## src/hw/rtl/transposition_table_probe_store_defines.svh

```systemverilog
// Assertion helpers used by the top-level RTL file.
`ifndef TRANSPOSITION_TABLE_PROBE_STORE_DEFINES_SVH
`define TRANSPOSITION_TABLE_PROBE_STORE_DEFINES_SVH

// Same-cycle implication, checked out of reset.
`define TTPS_ASSERT_NOW(lbl, clk, rst_n, ante, cons) \
    lbl: assert property (@(posedge clk) disable iff (!(rst_n)) (ante) |-> (cons)) \
        else $error("check failed: lbl");

// Next-cycle implication, checked out of reset.
`define TTPS_ASSERT_NEXT(lbl, clk, rst_n, ante, cons) \
    lbl: assert property (@(posedge clk) disable iff (!(rst_n)) (ante) |=> (cons)) \
        else $error("check failed: lbl");

`endif

```

## src/hw/rtl/ttps_ram.sv

```systemverilog
`timescale 1ns / 1ps

module ttps_ram #(
    parameter int WIDTH = 8,
    parameter int DEPTH = 16
) (
    input  logic                     i_clk,
    input  logic                     i_we,
    input  logic [$clog2(DEPTH)-1:0] i_waddr,
    input  logic [WIDTH-1:0]         i_wdata,
    input  logic                     i_re,
    input  logic [$clog2(DEPTH)-1:0] i_raddr,
    output logic [WIDTH-1:0]         o_rdata
);

    logic [WIDTH-1:0] r_mem [DEPTH];
    logic [WIDTH-1:0] r_rdata;

    // Write port
    always_ff @(posedge i_clk) begin
        if (i_we) begin
            r_mem[i_waddr] <= i_wdata;
        end
    end

    // Registered read port; data holds while not enabled
    always_ff @(posedge i_clk) begin
        if (i_re) begin
            r_rdata <= r_mem[i_raddr];
        end
    end

    assign o_rdata = r_rdata;

endmodule

```

## config.mk

```make
export PLATFORM = sky130hd
export DESIGN_NAME = ttps_ram
export DESIGN_NICKNAME = d
export VERILOG_FILES = /design/src/hw/rtl/transposition_table_probe_store_defines.svh /design/src/hw/rtl/ttps_ram.sv
export SDC_FILE = /design/constraint.sdc
export NUM_CORES = 1
export LEC_CHECK = 0
export ABC_AREA = 1
export BUFFER_PORTS_ARGS = -buffer_cell sky130_fd_sc_hd__buf_2
export CAP_MARGIN = 20
export CELL_PAD_IN_SITES_DETAIL_PLACEMENT = 0
export CELL_PAD_IN_SITES_GLOBAL_PLACEMENT = 1
export CORE_ASPECT_RATIO = 1.75
export CORE_MARGIN = 5
export CORE_UTILIZATION = 45
export CTS_BUF_LIST = sky130_fd_sc_hd__clkbuf_2
export DETAILED_ROUTE_END_ITERATION = 10
export GPL_TIMING_DRIVEN = 0
export PLACE_DENSITY_LB_ADDON = 0.15
export SKIP_CTS_REPAIR_TIMING = 1
export SYNTH_ARGS = -nofsm -noshare
export SYNTH_HDL_FRONTEND = slang
export SYNTH_SLANG_ARGS = --single-unit
export TNS_END_PERCENT = 5
```

## constraint.sdc

```tcl
create_clock -name i_clk -period 2 [get_ports i_clk]
set_input_delay 0.4 -clock i_clk [delete_from_list [all_inputs] [get_ports i_clk]]
set_output_delay 0.4 -clock i_clk [all_outputs]
set_load 0.05 [all_outputs]
```

== Word level (Yosys, flattened, before mapping) ==
Memory sizes are Yosys's and may differ from the RTL's. A register that Yosys moved wholly into a read port is not among the register bits.
Index checks and enable logic that the tools add are counted.
Widths: inputs -> output; s select.

* Register bits: 0
* Memory bits (writable): 128
* Input port bits: 19
* Output and inout bits: 8
* Word-level logic and storage cells: 3
* Memories kept: 1

* Mux-type cells: 2

{| class="wikitable"
|+ Memory list
! memory !! words !! bits a word !! read ports !! clocked after memory_dff !! wr ports !! line !! text
|-
| r_mem || 16 || 8 || 1 || 1 || 1 || ttps_ram.sv:16 || <nowiki>logic [WIDTH-1:0] r_mem [DEPTH];</nowiki>
|}

{| class="wikitable"
|+ Operators with widths
! cell !! number
|-
| $mux 1 || 2
|}

== Logic depth before layout (Yosys ltp) ==
* Depth after elaboration: 2
* Mapped depth: 8
* Mapped depth without buffers: 7

== Worst setup path after synthesis ==
OpenSTA, ideal clock, no wires.

* Kind: input port to flip-flop
* Start: in i_waddr[2]
* End: mem r_mem[10][0], enable pin
* Library setup time: 0.370 ns
* Arrival: 0.981 ns
* Data required time: 1.630 ns
* Setup slack: 0.649 ns
* Stages: 2
* Buffers on the path: 0
* Cells stage by stage: nand3b_1 nor2_1

{| class="wikitable"
|+ RTL lines
! element !! line !! text
|-
| start, declared || ttps_ram.sv:9 || <nowiki>input logic [$clog2(DEPTH)-1:0] i_waddr,</nowiki>
|-
| end, declared || ttps_ram.sv:16 ||
|}

No word-level cell before the write port.

== Worst setup path in the final report ==
* Start: reg r_rdata[1] (netlist: o_rdata[1]), read port of r_mem
* End: out o_rdata[1]

{| class="wikitable"
|+ RTL lines
! element !! line !! text
|-
| start, declared || ttps_ram.sv:17 || <nowiki>logic [WIDTH-1:0] r_rdata;</nowiki>
|-
| end, declared || ttps_ram.sv:13 || <nowiki>output logic [WIDTH-1:0] o_rdata</nowiki>
|}

No word-level cell between the ends.

==> qor.json <==
{
  "dieWidth": {"value": 96.2, "unit": "um"},
  "status": {"value": "complete, no violations"},
  "slew_violations": {"value": 0},
  "grt.overflow.total": {"value": 0},
  "p_leak": {"value": 2.75, "unit": "nW"},
  "synth_commonest_cells": {"value": "sky130_fd_sc_hd__nand2_1, sky130_fd_sc_hd__edfxtp_1, sky130_fd_sc_hd__inv_1"},
  "synth.top_cells.by_area": {"value": "sky130_fd_sc_hd__edfxtp_1, sky130_fd_sc_hd__nand2_1, sky130_fd_sc_hd__nand3_1"},
  "final.fill_count": {"value": 1229},
  "finalHoldViolCount": {"value": 0},
  "power_per_cell_area": {"value": 806, "unit": "nW/um^2"},
  "floorplan.io_pins": {"value": 27},
  "tritoncts": {"value": "built"},
  "fin_tns_setup": {"value": 0, "unit": "ns"},
  "clock-sinks": {"value": 136},
  "path_delay_family": {"value": "flip-flops"},
  "finalSetupViolations": {"value": 0},
  "critPathCaptureType": {"value": "output port"},
  "post-route-drc-count": {"value": 0},
  "dominant_cell_by_count_in_the_synthesized_netlist": {"value": "sky130_fd_sc_hd__nand2_1"},
  "critPathMaxStageDelay": {"value": 0.37, "unit": "ns"},
  "critPathRequiredTime": {"value": 1.60, "unit": "ns"},
  "dp.final_hpwl": {"value": 10.4, "unit": "mm"},
  "globalplace.congestion": {"value": 0.869},
  "worst_pin_slew": {"value": 0.923, "unit": "ns"},
  "setup_slack": {"value": 0.284, "unit": "ns"},
  "yosys_warnings": {"value": 0},
  "finalClockSkew": {"value": 0.0359, "unit": "ns"},
  "dp_slack": {"value": 0.0907, "unit": "ns"},
  "clock_tree.root_cell": {"value": "sky130_fd_sc_hd__clkbuf_2"},
  "fp-row-count": {"value": 55},
  "detailed_route_wire_length_per_cell": {"value": 19.0, "unit": "um"},
  "timing.critical_path.slowest_stage_cell": {"value": "sky130_fd_sc_hd__edfxtp_1"},
  "iteration_0_drc_markers": {"value": 243},
  "fp.dieH": {"value": 161, "unit": "um"},
  "antenna_found_initial": {"value": 1},
  "fp.dieArea": {"value": 15500, "unit": "um^2"},
  "worstSetupPathType": {"value": "reg -> out"},
  "synth_top_flop_cell": {"value": "sky130_fd_sc_hd__edfxtp_1"},
  "worst_setup_hold_path_clk_slew": {"value": 0.22, "unit": "ns"},
  "timing.slew.headroom": {"value": 0.383},
  "seq_area_frac_synth": {"value": 0.698},
  "synthCells": {"value": 551},
  "crit_path_arrival_time": {"value": 1.32, "unit": "ns"},
  "synth.distinct_cells": {"value": 11},
  "crit_chain": {"value": "buf_2"},
  "routed-via-count": {"value": 3805},
  "route.final.wire_length": {"value": 14.8, "unit": "mm"},
  "timing.fmax": {"value": 0.583, "unit": "GHz"},
  "maximum_number_of_pins_on_one_net_before_global_route_repair": {"value": 17},
  "design.core.area": {"value": 12900, "unit": "um^2"},
  "synth_async_sr_flop_share": {"value": 0},
  "max_cap_violations": {"value": 0},
  "tritoncts_buffers": {"value": 17},
  "htreeDepth": {"value": 4},
  "finish.net_count": {"value": 613},
  "detail_route.first_pass.iterations": {"value": 4},
  "post-route-min-period": {"value": 1.72, "unit": "ns"},
  "critical_path.max_fanout": {"value": 1},
  "synth_enable_flop_cells": {"value": 136},
  "worst_hold_path_type": {"value": "in -> reg"},
  "critPathLaunchType": {"value": "register"},
  "port_buffers": {"value": 23},
  "grt_pass1_wl": {"value": 22.0, "unit": "mm"},
  "first_global_vias": {"value": 3809},
  "synthDominantCellAreaShare": {"value": 0.698},
  "period_share": {"value": 0.858},
  "areaGrowthSynthToFinish": {"value": 9.46, "unit": "%"},
  "synth_fp_nets": {"value": 570},
  "final_core_utilization": {"value": 0.497},
  "cts.path.max_buffers": {"value": 2},
  "synth.ff_latch_count": {"value": 136},
  "synth.avg_cell_area": {"value": 10.6, "unit": "um^2"},
  "worst_ir_drop_vdd": {"value": 0.458, "unit": "mV"},
  "grt_setup_unrepaired": {"value": "false"},
  "initial_core_util": {"value": 0.454},
  "drtAntennaViolNets": {"value": 0},
  "netlist.top_cell.by_area": {"value": "sky130_fd_sc_hd__edfxtp_1"},
  "worstPathBufferInverterCount": {"value": 1},
  "layout-drive-gt1-share": {"value": 0.129},
  "synth.cell_area": {"value": 5850, "unit": "um^2"},
  "routed_via_density": {"value": 4.88},
  "gr-usage-all-layers": {"value": 0.207},
  "clock_insertion_delay_worst_skew": {"value": 0.69, "unit": "ns"}
}
==> placed cells by master, fill, tap and decap left out <==
cell | synthesis | layout
sky130_fd_sc_hd__bufinv_16 | 0 | 1
sky130_fd_sc_hd__buf_2 | 13 | 36
sky130_fd_sc_hd__buf_6 | 6 | 6
sky130_fd_sc_hd__diode_2 | 0 | 1
sky130_fd_sc_hd__buf_4 | 4 | 4
sky130_fd_sc_hd__nand3_1 | 97 | 97
sky130_fd_sc_hd__edfxtp_1 | 136 | 136
sky130_fd_sc_hd__inv_6 | 0 | 4
sky130_fd_sc_hd__nand2_1 | 173 | 173
sky130_fd_sc_hd__inv_1 | 100 | 100
sky130_fd_sc_hd__clkinvlp_4 | 0 | 4
sky130_fd_sc_hd__dlygate4sd3_1 | 0 | 1
sky130_fd_sc_hd__clkbuf_2 | 0 | 17
sky130_fd_sc_hd__clkinv_4 | 0 | 1
sky130_fd_sc_hd__nor2_1 | 17 | 17
sky130_fd_sc_hd__buf_1 | 1 | 1
sky130_fd_sc_hd__nand3b_1 | 2 | 2
sky130_fd_sc_hd__clkinv_2 | 0 | 3
sky130_fd_sc_hd__clkinv_1 | 0 | 2
sky130_fd_sc_hd__inv_2 | 2 | 2
==> flip-flops by register name, summed over array words and instances, names as in the netlist <==
register and cells:
o_rdata 8, r_mem 128
==> worst paths after layout <==
check / from / end / slack (ns) / depth (start not counted)
min: i_wdata[2] / r_mem[2][2]$_DFFE_PP_ / 0.11 / 1
max: o_rdata[1]$_DFFE_PP_ / o_rdata[1] / 0.28 / 1
min reg2reg: r_mem[2][1]$_DFFE_PP_ / o_rdata[1]$_DFFE_PP_ / 0.76 / 6
max reg2reg: r_mem[7][6]$_DFFE_PP_ / o_rdata[6]$_DFFE_PP_ / 0.77 / 6
==> routing by layer <==
layer | vias to the layer above | global-route usage | part of all wire
li1 | 1873 | - | -
met1 | 1815 | 0.228 | 0.37
met2 | 94 | 0.376 | 0.56
met3 | 23 | 0.0380 | 0.031
met4 | 0 | 0.0920 | 0.030
met5 | - | 0 | 0
==> stage by stage <==
step,std cells,power (mW),hold slack [ns],area (um^2)
floorplan,551,3.56,0.499,5850
global placement,745,3.75,0.754,6180
detailed placement,745,3.75,0.768,6180
CTS,777,5.20,0.000338,6390
global route,779,5.39,0.00933,6400
finish,779,5.16,0.111,6400
==> cells by family (layout without fill, tap and decap cells) <==
family,after synthesis,count (layout),share of synthesized area
buffers and inverters,126,182,0.0939
AND/OR/NAND/NOR,289,289,0.208
other,0,1,0
flip-flops,136,136,0.698
==> final cells by class <==
class	count	area (um^2)	share of cell area
well taps	171	214	0.0334
plain buffers	24	166	0.0260
clock buffers	17	85.1	0.0133
clock inverters	15	126	0.0197
diodes	1	2.50	0.000391
repair buffers	24	125	0.0196
inverters	102	383	0.0598
flip-flops and latches	136	4080	0.638
multi-input cells	289	1210	0.190
==> report_power, final <==
group / internal, mW / switching [mW]
sequential: 3.21 / 0.0138
combinational: 0.121 / 0.346
clock: 0.448 / 1.03
Note: power is estimated with default switching activity, not from simulation.
