==> src/hw/rtl/transposition_table_probe_store_defines.svh <==
// Assertion helpers used by the top-level RTL file.
`ifndef TRANSPOSITION_TABLE_PROBE_STORE_DEFINES_SVH
`define TRANSPOSITION_TABLE_PROBE_STORE_DEFINES_SVH

// Same-cycle implication, checked out of reset.
`define TTPS_ASSERT_NOW(lbl, clk, rst_n, ante, cons) \
    lbl: assert property (@(posedge clk) disable iff (!(rst_n)) (ante) |-> (cons)) \
        else $error("check failed: lbl");

// Next-cycle implication, checked out of reset.
`define TTPS_ASSERT_NEXT(lbl, clk, rst_n, ante, cons) \
    lbl: assert property (@(posedge clk) disable iff (!(rst_n)) (ante) |=> (cons)) \
        else $error("check failed: lbl");

`endif

==> src/hw/rtl/ttps_pkg.sv <==
`timescale 1ns / 1ps

package ttps_pkg;

    // Table geometry
    localparam int INDEX_BITS  = 11;
    localparam int TABLE_DEPTH = 1 << INDEX_BITS;
    localparam int KEY_BITS    = 32;
    localparam int TAG_BITS    = KEY_BITS - INDEX_BITS;
    localparam int DEPTH_BITS  = 7;
    localparam int THR_BITS    = 15;

    // Operation codes
    localparam logic OP_PROBE = 1'b0;
    localparam logic OP_STORE = 1'b1;

    // Bound kinds on the request
    localparam logic [1:0] BOUND_EXACT = 2'd0;
    localparam logic [1:0] BOUND_UPPER = 2'd1;
    localparam logic [1:0] BOUND_LOWER = 2'd2;

    // Entry kinds held in the table
    localparam logic [1:0] KIND_EMPTY = 2'd0;
    localparam logic [1:0] KIND_EXACT = 2'd1;
    localparam logic [1:0] KIND_UPPER = 2'd2;
    localparam logic [1:0] KIND_LOWER = 2'd3;

    localparam logic [THR_BITS-1:0] MATE_THRESHOLD_RESET = 15'd31000;

    typedef struct packed {
        logic                    operation;
        logic [KEY_BITS-1:0]     position_key;
        logic [DEPTH_BITS-1:0]   search_depth;
        logic [DEPTH_BITS-1:0]   ply_distance;
        logic signed [15:0]      store_score;
        logic [1:0]              bound_kind;
        logic [15:0]             packed_move;
        logic signed [15:0]      window_low;
        logic signed [15:0]      window_high;
    } t_in;

    typedef struct packed {
        logic                    hit;
        logic [15:0]             move_hint;
        logic                    cutoff;
        logic signed [15:0]      cutoff_score;
    } t_out;

    // One table entry; the index bits of the key are implied by the address
    typedef struct packed {
        logic [TAG_BITS-1:0]     tag;
        logic [15:0]             score;
        logic [15:0]             move;
        logic [DEPTH_BITS-1:0]   depth;
        logic [1:0]              kind;
    } t_entry;

    localparam int ENTRY_BITS = $bits(t_entry);

    // Table write request
    typedef struct packed {
        logic                    en;
        logic [INDEX_BITS-1:0]   idx;
        t_entry                  entry;
    } t_wr;

endpackage

==> src/hw/rtl/ttps_eval.sv <==
`timescale 1ns / 1ps

module ttps_eval (
    input  ttps_pkg::t_in                         i_req,
    input  ttps_pkg::t_entry                      i_entry,
    input  logic [ttps_pkg::THR_BITS-1:0]         i_threshold,
    output ttps_pkg::t_out                        o_result,
    output ttps_pkg::t_wr                         o_wr
);

    logic                              is_store;
    logic [ttps_pkg::TAG_BITS-1:0]     req_tag;
    logic                              key_match;
    logic                              keep_old;
    logic signed [17:0]                thr;
    logic signed [17:0]                ply;
    logic signed [17:0]                in_score;
    logic signed [17:0]                in_shifted;
    logic signed [17:0]                st_score;
    logic signed [17:0]                out_shifted;
    logic signed [17:0]                alpha;
    logic signed [17:0]                beta;
    logic [1:0]                        new_kind;
    logic                              depth_ok;
    logic                              cut;

    assign is_store  = (i_req.operation == ttps_pkg::OP_STORE);
    assign req_tag   = i_req.position_key[ttps_pkg::KEY_BITS-1:ttps_pkg::INDEX_BITS];

    // A cleared entry holds key zero, so it matches only in slot zero
    assign key_match = (i_entry.tag == req_tag) &&
                       ((i_entry.kind != ttps_pkg::KIND_EMPTY) ||
                        (i_req.position_key[ttps_pkg::INDEX_BITS-1:0] == '0));

    // Widen operands for signed compares
    assign thr      = signed'({3'b000, i_threshold});
    assign ply      = signed'({{(18 - ttps_pkg::DEPTH_BITS){1'b0}}, i_req.ply_distance});
    assign in_score = 18'(i_req.store_score);
    assign st_score = 18'(signed'(i_entry.score));
    assign alpha    = 18'(i_req.window_low);
    assign beta     = 18'(i_req.window_high);

    // Push mate scores away from the root on store
    always_comb begin
        if (in_score > thr) begin
            in_shifted = in_score + ply;
        end else if (in_score < -thr) begin
            in_shifted = in_score - ply;
        end else begin
            in_shifted = in_score;
        end
    end

    // Pull mate scores back towards the root on probe
    always_comb begin
        if (st_score > thr) begin
            out_shifted = st_score - ply;
        end else if (st_score < -thr) begin
            out_shifted = st_score + ply;
        end else begin
            out_shifted = st_score;
        end
    end

    // Map request bound to stored kind; the unused code saturates to lower
    always_comb begin
        case (i_req.bound_kind)
            ttps_pkg::BOUND_EXACT: new_kind = ttps_pkg::KIND_EXACT;
            ttps_pkg::BOUND_UPPER: new_kind = ttps_pkg::KIND_UPPER;
            default:               new_kind = ttps_pkg::KIND_LOWER;
        endcase
    end

    // Keep a deeper exact entry for the same position
    assign keep_old = key_match && (i_entry.depth > i_req.search_depth) &&
                      (i_entry.kind == ttps_pkg::KIND_EXACT);

    assign o_wr.en          = is_store && !keep_old;
    assign o_wr.idx         = i_req.position_key[ttps_pkg::INDEX_BITS-1:0];
    assign o_wr.entry.tag   = req_tag;
    assign o_wr.entry.score = in_shifted[15:0];
    assign o_wr.entry.move  = i_req.packed_move;
    assign o_wr.entry.depth = i_req.search_depth;
    assign o_wr.entry.kind  = new_kind;

    // Decide whether the stored score settles the probe window
    assign depth_ok = (i_entry.depth >= i_req.search_depth) && (i_req.ply_distance != '0);
    assign cut = !is_store && key_match && depth_ok &&
                 ((i_entry.kind == ttps_pkg::KIND_EXACT) ||
                  ((i_entry.kind == ttps_pkg::KIND_LOWER) && (out_shifted >= beta)) ||
                  ((i_entry.kind == ttps_pkg::KIND_UPPER) && (out_shifted <= alpha)));

    assign o_result.hit          = !is_store && key_match;
    assign o_result.move_hint    = (!is_store && key_match) ? i_entry.move : 16'd0;
    assign o_result.cutoff       = cut;
    assign o_result.cutoff_score = cut ? signed'(out_shifted[15:0]) : 16'sd0;

endmodule

==> config.mk <==
export PLATFORM = sky130hd
export DESIGN_NAME = ttps_eval
export DESIGN_NICKNAME = d
export VERILOG_FILES = /design/src/hw/rtl/transposition_table_probe_store_defines.svh /design/src/hw/rtl/ttps_pkg.sv /design/src/hw/rtl/ttps_eval.sv
export SDC_FILE = /design/constraint.sdc
export NUM_CORES = 1
export LEC_CHECK = 0
export BUFFER_PORTS_ARGS = -buffer_cell sky130_fd_sc_hd__buf_2
export CAP_MARGIN = 0
export CORE_AREA = 2 2 116 118
export DETAILED_ROUTE_END_ITERATION = 10
export DIE_AREA = 0 0 118 120
export PLACE_DENSITY = 0.87
export SLEW_MARGIN = 20
export SYNTH_ARGS = -nofsm -noshare
export SYNTH_HDL_FRONTEND = slang
export SYNTH_SLANG_ARGS = --single-unit
==> constraint.sdc <==
create_clock -name vclk -period 6.7
set_input_delay 0.335 -clock vclk [all_inputs]
set_output_delay 0.335 -clock vclk [all_outputs]
set_load 0.005 [all_outputs]
; Word-level counts from Yosys, hierarchy flattened
; Cells that the tools add are included.
[totals]
in_bits = 190
elab_cells = 44
output_inout_bits = 108
regBits = 0
[classes]
addsub = 5
n_lt_le_gt_ge = 8
muxes = 7
eq_ne = 5
reduce_logical = 19
[ops]
columns = operator, n
row1 = two-way mux 16 bit, 4
row2 = less-than comparator 16 x 18 -> 1 bit, 2
row3 = two-way mux 18 bit, 2
row4 = > comparator 16 bit, 2
row5 = equality test 21 bit, 1
row6 = >= comparator 18 x 16 -> 1 bit, 1
row7 = less-or-equal comparator 18 x 16 -> 1 bit, 1
row8 = negation 15 -> 18 bit, 1
row9 = adder 16 x 8 -> 17 bit, 1
row10 = subtractor 16 x 8 -> 17 bit, 1
row11 = adder 16 x 8 -> 16 bit, 1
row12 = subtractor 16 x 8 -> 16 bit, 1
row13 = logical NOT 11 bit, 1
row14 = logical AND 1 bit, 10
row15 = >= comparator 7 bit, 1
row16 = > comparator 7 bit, 1
row17 = nonzero test 7 bit, 1
row18 = "equality test 2 x 1 -> 1 bit, second input constant", 2
row19 = "equality test 2 bit, second input constant", 2
row20 = case mux 2 bit (2 select lines), 1
row21 = logical OR 1 bit, 3
row22 = logical NOT 1 bit, 2
row23 = logical NOT 2 bit, 1
row24 = nonzero test 2 bit, 1

; Logic depth before layout (Yosys ltp)
; Gate-level depths: netlist of the first run.
[logic_depth]
word_depth = 10
depth_mapped = 28
ltp_nobuf = 25

; Least setup slack after synthesis of the first run
; OpenSTA, ideal clock, no wires.
[synth_timing]
path_type = in2out
startpoint = input i_threshold[0] (netlist name)
endpoint = output o_result[16] (netlist name)
path_slack_ns = 1.236
arrival_time_ns = 5.129
required_ns = 6.365
cell_stages = 22
n_path_buf = 3
cell_sequence = or4_1 buf_2 nor2_1 nand2_1 nor4_1 xnor2_1 ha_1 inv_1 a2111o_1 a21oi_4 nor2_1 a22o_1 a211oi_1 ha_1 and3_1 a2111oi_0 o21ai_0 a2111o_1 nand4_1 clkbuf_1 inv_1 buf_4
[synth_between]
elab_chain_cells = 9
elab_cells_between_ends = 12
classes_between = 1 x add/sub / 4 x order compare / 2 x mux / 5 x reduce/logical
[synth_lines]
columns = element, line
row1 = from (decl), ttps_eval.sv:6  ; input logic [ttps_pkg::THR_BITS-1:0] i_threshold,
row2 = negation 15 -> 18 bit, ttps_eval.sv:58  ; end else if (st_score < -thr) begin
row3 = less-than comparator 16 x 18 -> 1 bit, ttps_eval.sv:58
row4 = two-way mux 18 bit, ttps_eval.sv:58
row5 = two-way mux 18 bit (*), ttps_eval.sv:56  ; if (st_score > thr) begin
row6 = >= comparator 18 x 16 -> 1 bit, ttps_eval.sv:90  ; ((i_entry.kind == ttps_pkg::KIND_LOWER) && (out_shifted >= beta)) ||
row7 = logical AND 1 bit, ttps_eval.sv:90
row8 = logical OR 1 bit, ttps_eval.sv:89  ; ((i_entry.kind == ttps_pkg::KIND_EXACT) ||
row9 = logical OR 1 bit (*), ttps_eval.sv:90
row10 = logical AND 1 bit (*), ttps_eval.sv:88  ; assign cut = !is_store && key_match && depth_ok &&
row11 = to (decl), ttps_eval.sv:7  ; output ttps_pkg::t_out o_result,
; Mark *: on every way between the ends. The rest lies on a longest branch, timed or not.

==> results of run 1 <==
-- Yosys cell counts (3+ instances only) --
cell type	count
a31oi_1	7
o21a_1	9
o2bb2ai_1	3
nand2_1	25
buf_4	57
o41ai_1	3
fa_1	4
or3_1	3
o21bai_1	7
o31ai_1	4
nor4_1	16
a22o_1	3
mux2i_1	3
nor2_1	57
a211oi_1	10
nand4b_1	3
nand2b_1	16
or4_1	4
a21oi_1	46
xor2_1	23
nor3_1	20
clkbuf_1	8
xnor2_1	30
o21ai_1	4
a2111oi_0	3
nand4_1	20
o31a_1	3
inv_1	86
and4_1	10
a21o_1	18
nand3b_1	4
o211ai_1	4
a21boi_0	3
nand3_1	24
ha_1	130
o21ai_0	32
nor3b_1	4
a221o_1	3
and2_1	21
nor2b_1	17
and3_1	7
-- cells by family after synthesis --
logic type,count (synthesis),share of synthesized area (%)
xor+xnor,55,8.74
simple gates,261,24.9
buf+inv,153,13.6
compound gates,191,22.8
mux,4,0.709
fa+ha+maj,134,29.3
-- layout make-up --
cell class / instances / area, µm² / share of cell area [%]
multi-input cells: 645 / 5030 / 72.4
repair buffers: 272 / 1380 / 19.8
well taps: 176 / 220 / 3.17
inverters: 86 / 323 / 4.64
-- metrics by stage --
stage / util [%] / instances / worst slack (ns)
global placement: 53.6 / 1179 / 0.729
global route: 53.6 / 1179 / 0.281
detailed placement: 53.6 / 1179 / 0.645
CTS: 53.6 / 1179 / 0.644
finish: 53.6 / 1179 / 0.565
floorplan: - / 798 / 1.24
-- routing by layer --
metal  wire length, µm  up-vias
li1                  -     3289
met1              7820     2983
met2             10400      302
met3              1260       44
met4               622        0
met5                 0        -
-- path summary, 6_finish.rpt --
check | cells after the start | to | slack (ns) | from
worst max-delay path | 26 | o_result[5] | 0.57 | i_threshold[0]
worst min-delay path | 0 | o_wr[14] | 0.67 | i_req[37]
-- power by group through the flow --
stage	clock [mW]	combinational [mW]	sequential [mW]
finish	0	0.460	0
global route	0	0.518	0
CTS	0	0.457	0
detailed placement	0	0.455	0
global placement	0	0.445	0
floorplan	0	0.301	0
==> impl_metrics.toml, run 1 <==
[job]
max_cap_violations = 0

[floorplan]
die_width_um = 118
dieArea_mm2 = 0.0142
io-pin-count = 298
num_rows = 42
fp.coreArea_mm2 = 0.0130
start_util_pct = 44.9
fp.dieH_um = 120

[drt]
drtIter0Drc = 348
wire_per_inst_um = 17.1
ant_nets = 0
vias = 6618
wl_um = 20100
drc = 0
via_per_inst = 5.61
dr.pass1.iters = 7

[final_layout]
fin_nets = 1329
register_area_um2 = 0
fillers = 1342
seq_cells = 0
final_common_cell = "buf_2"
most-common-layout-cells = "buf_2 (266), ha_1 (130), inv_1 (86), nor2_1 (57), a21oi_1 (46)"
syn_to_final_growth_pct = 19.4
fin_area_mm2 = 0.00695
diodes = 0
nClkBuffers = 0
final_layout_size_suffix_gt1_share_pct = 28.6

[sta]
fmaxAchievable_mhz = 163
maxSlewHeadroom_pct = 35.4
fin_tns_setup_ns = 0
maxSlewViolCount = 0
period_needed_ns = 6.13
period_share_pct = 91.6
hold_ws_ns = 0.670
final-hold-violation-count = 0
final-setup-viol-count = 0
tightest_slew_ns = 0.969
grt_setup_unrepaired = "false"

[grt]
met1_usage_pct = 30.3
grt_pass1_vias = 6475
track_usage_pct = 26.9
overflow = 0
grt_use_met2_pct = 53.6
grt_max_degree = 19
antenna_found_initial = 0
met3_usage_pct = 2.52
grt_pass1_wl_um = 31400
busiest_layer = "met2"

[critical_path]
crit_family = "compound AO/OA/AOI/OAI gates"
slowest_stage = "or4_1"
critical_path_peak_fanout = 12
crit_top_cell = "nor2_1"
worstPathBufferInverterCount = 4
slowest_delay_ns = 0.61
start_kind = "input pin"
crit_arrival_ns = 5.80
setup.worst_path.class = "input pin to output port"
end_kind = "output port"
cp.required_ns = 6.36

[pwr]
p_per_area_mw_per_mm2 = 66.2
p_sw_mw = 0.255
swShare_pct = 55.5
p_seq_share_pct = 0
p_total_mw = 0.460
p_int_mw = 0.205
combPwrFrac_pct = 100.0
power.leakage_nw = 3.74
ir_worst_vdd_uv = 35.4
clockPowerShare_pct = 0

[synth]
syn_nets = 1122
synth_top_cell_by_area = "ha_1"
synthesis.area_mm2 = 0.00582
ys_seq_area_share_pct = 0
syn_avg_cell_area_um2 = 7.30
yosys_warnings = 0
netlist.area_leader.share_pct = 27.9
synth_cell_types = 74
synth.area.top_cells = "ha_1 (28%), buf_4 (7.3%), inv_1 (5.5%)"
synthCells = 798

[placement]
hpwlAfterDp_um = 18000
place.port_buffers = 266
placed_cell_area_mm2 = 0.00695
globalplace.congestion = 0.986

[worst_hold_path]
min_path_type = "input pin to output port"

[outcome]
run_status = "finished clean"

[clocking]
cts_resized = 0
hold_buffers = 0
post-cts-setup-buffers = 0
(Power assumes the default switching activity.)
==> run 2, diff against run 1 <==
--- a/config.mk
+++ b/config.mk
@@ -5,7 +5,7 @@
 export SDC_FILE = /design/constraint.sdc
 export NUM_CORES = 1
 export LEC_CHECK = 0
-export BUFFER_PORTS_ARGS = -buffer_cell sky130_fd_sc_hd__buf_2
+export BUFFER_PORTS_ARGS = -buffer_cell sky130_fd_sc_hd__buf_4
 export CAP_MARGIN = 0
 export CORE_AREA = 2 2 116 118
 export DETAILED_ROUTE_END_ITERATION = 10
==> constraint.sdc (replaced) <==
create_clock -name vclk -period 6.7
set_input_delay 0.335 -clock vclk [all_inputs]
set_output_delay 0.335 -clock vclk [all_outputs]
set_load 0.01 [all_outputs]
==> run 2 against run 1 <==
Net effect:
- combinational power up 13%
- critical path depth fell by 2
- cell count is 0.25% higher
- critical path type unchanged
- critical endpoint is now o_result[7]
- largest cell class unchanged
==> impl_metrics.toml, run 2 (same netlist as run 1, synthesis figures left out) <==
[critical_path]
setup.worst_path.end = "o_result[7]"
critPathLaunch = "i_threshold[0]"
critical_path_peak_fanout = 10
cp.required_ns = 6.36
end_kind = "output port"
crit_arrival_ns = 5.84
start_kind = "input pin"
setup.worst_path.class = "input pin to output port"

[final_layout]
register_area_um2 = 0
most-common-layout-cells = "buf_4 (275), ha_1 (130), inv_1 (86), nor2_1 (57), a21oi_1 (46)"
final_common_cell = "buf_4"
layoutNonFillerInstCount = 1182
seq_cells = 0
fin_nets = 1332
nClkBuffers = 0
diodes = 0
fin_area_mm2 = 0.00764
syn_to_final_growth_pct = 31.2
final_layout_size_suffix_gt1_share_pct = 28.8

[clocking]
cts_resized = 0

[floorplan]
start_util_pct = 44.9
fp.dieH_um = 120
fp.coreArea_mm2 = 0.0130
die_width_um = 118
dieArea_mm2 = 0.0142
io-pin-count = 298
num_rows = 42

[grt]
grt_max_degree = 19
antenna_found_initial = 0
grt_pass1_wl_um = 32200
track_usage_pct = 27.5
grt_pass1_vias = 6720
overflow = 0

[job]
max_cap_violations = 0

[drt]
ant_nets = 0
drt-met1-wl_um = 7770
wl_met2_um = 10600
vias = 6577
top_layer = "met4"
via_per_inst = 5.56
drtIter0Drc = 435
drc = 0
wl_um = 20200
wire_per_inst_um = 17.1
dr_wl_met3_um = 1360
dr.pass1.iters = 6

[pwr]
p_int_mw = 0.249
p_seq_share_pct = 0
ir_worst_vdd_uv = 39.6
p_total_mw = 0.519
clockPowerShare_pct = 0
p_per_area_mw_per_mm2 = 67.9
power.leakage_nw = 3.95
combPwrFrac_pct = 100.0
p_sw_mw = 0.270
swShare_pct = 52.0

[sta]
grt_setup_unrepaired = "false"
fin_tns_setup_ns = 0
tightest_slew_ns = 0.841
final-hold-violation-count = 0
period_share_pct = 92.1
maxSlewViolCount = 0
final-setup-viol-count = 0
maxSlewHeadroom_pct = 43.7
period_needed_ns = 6.17
fmaxAchievable_mhz = 162
hold_ws_ns = 0.670

[placement]
placed_cells = 1179
hpwlAfterDp_um = 18100
placed_cell_area_mm2 = 0.00762
place.port_buffers = 266
globalplace.congestion = 0.966

[outcome]
run_status = "finished clean"

[worst_hold_path]
min_path_type = "input pin to output port"
==> run 2: changes by cell type in the layout (fill, tap and decap cells not counted), sizes merged <==
cell / delta
buf: +3
==> run 2: final cells by class <==
cell class,count,area [µm²]
inverter,86,323
timing repair buffer,275,2060
multi-input combinational,645,5030
tap,176,220
fill,1229,5340
==> run 2: stage by stage <==
stage                     worst slack [ns]  utilization (%)
final                                0.528             58.9
after global routing                0.0768             58.9
after CTS                            0.163             58.7
after detailed placement             0.175             58.7
after global placement               0.292             58.7
after floorplan                       1.23                -
==> run 2: routing by layer <==
layer,GRT usage (%),vias to the layer above
met5,0,-
met4,6.17,0
met3,3.04,34
met2,55.7,280
met1,30.4,2983
li1,-,3280
==> run 2: repair_timing <==
item | CTS | global route
hold buffers | 0 | 0
endpoints found under the setup margin | 0 | 17
buffers inserted | 0 | 3
==> run 2: critical path, stage by stage <==
cell and delay [ns]:
buf_4 0.13, or4_1 0.61, o41ai_1 0.32, nand2_1 0.14
ha_1 0.32, nand4_1 0.12, nor2_1 0.13, a211oi_1 0.06
a2111o_1 0.46, a21oi_4 0.29, or2_1 0.19, mux2i_1 0.25
a21oi_1 0.13, ha_1 0.30, nor2b_1 0.13, o21ai_0 0.15
a21oi_1 0.09, a2111oi_0 0.48, o21ai_0 0.19, nand4b_1 0.12
nand4_1 0.11, buf_4 0.24, nor3_1 0.31, buf_4 0.20
==> run 2: worst min-delay path by stage <==
stage	startpoint	to	slack, ns	depth (start not counted)
finish	i_req[37]	o_wr[14]	0.67	0
global route	i_req[40]	o_wr[17]	0.67	0
CTS	i_req[41]	o_wr[18]	0.67	0
detailed placement	i_req[41]	o_wr[18]	0.67	0
global placement	i_req[41]	o_wr[18]	0.67	0
floorplan	i_req[48]	o_wr[0]	0.74	1
==> run 2: power by group through the flow <==
stage / logic [mW] / clock network, mW / registers (mW)
2_1_floorplan: 0.314 / 0 / 0
3_3_place_gp: 0.501 / 0 / 0
3_5_place_dp: 0.513 / 0 / 0
4_1_cts: 0.515 / 0 / 0
5_1_grt: 0.577 / 0 / 0
6_report: 0.519 / 0 / 0
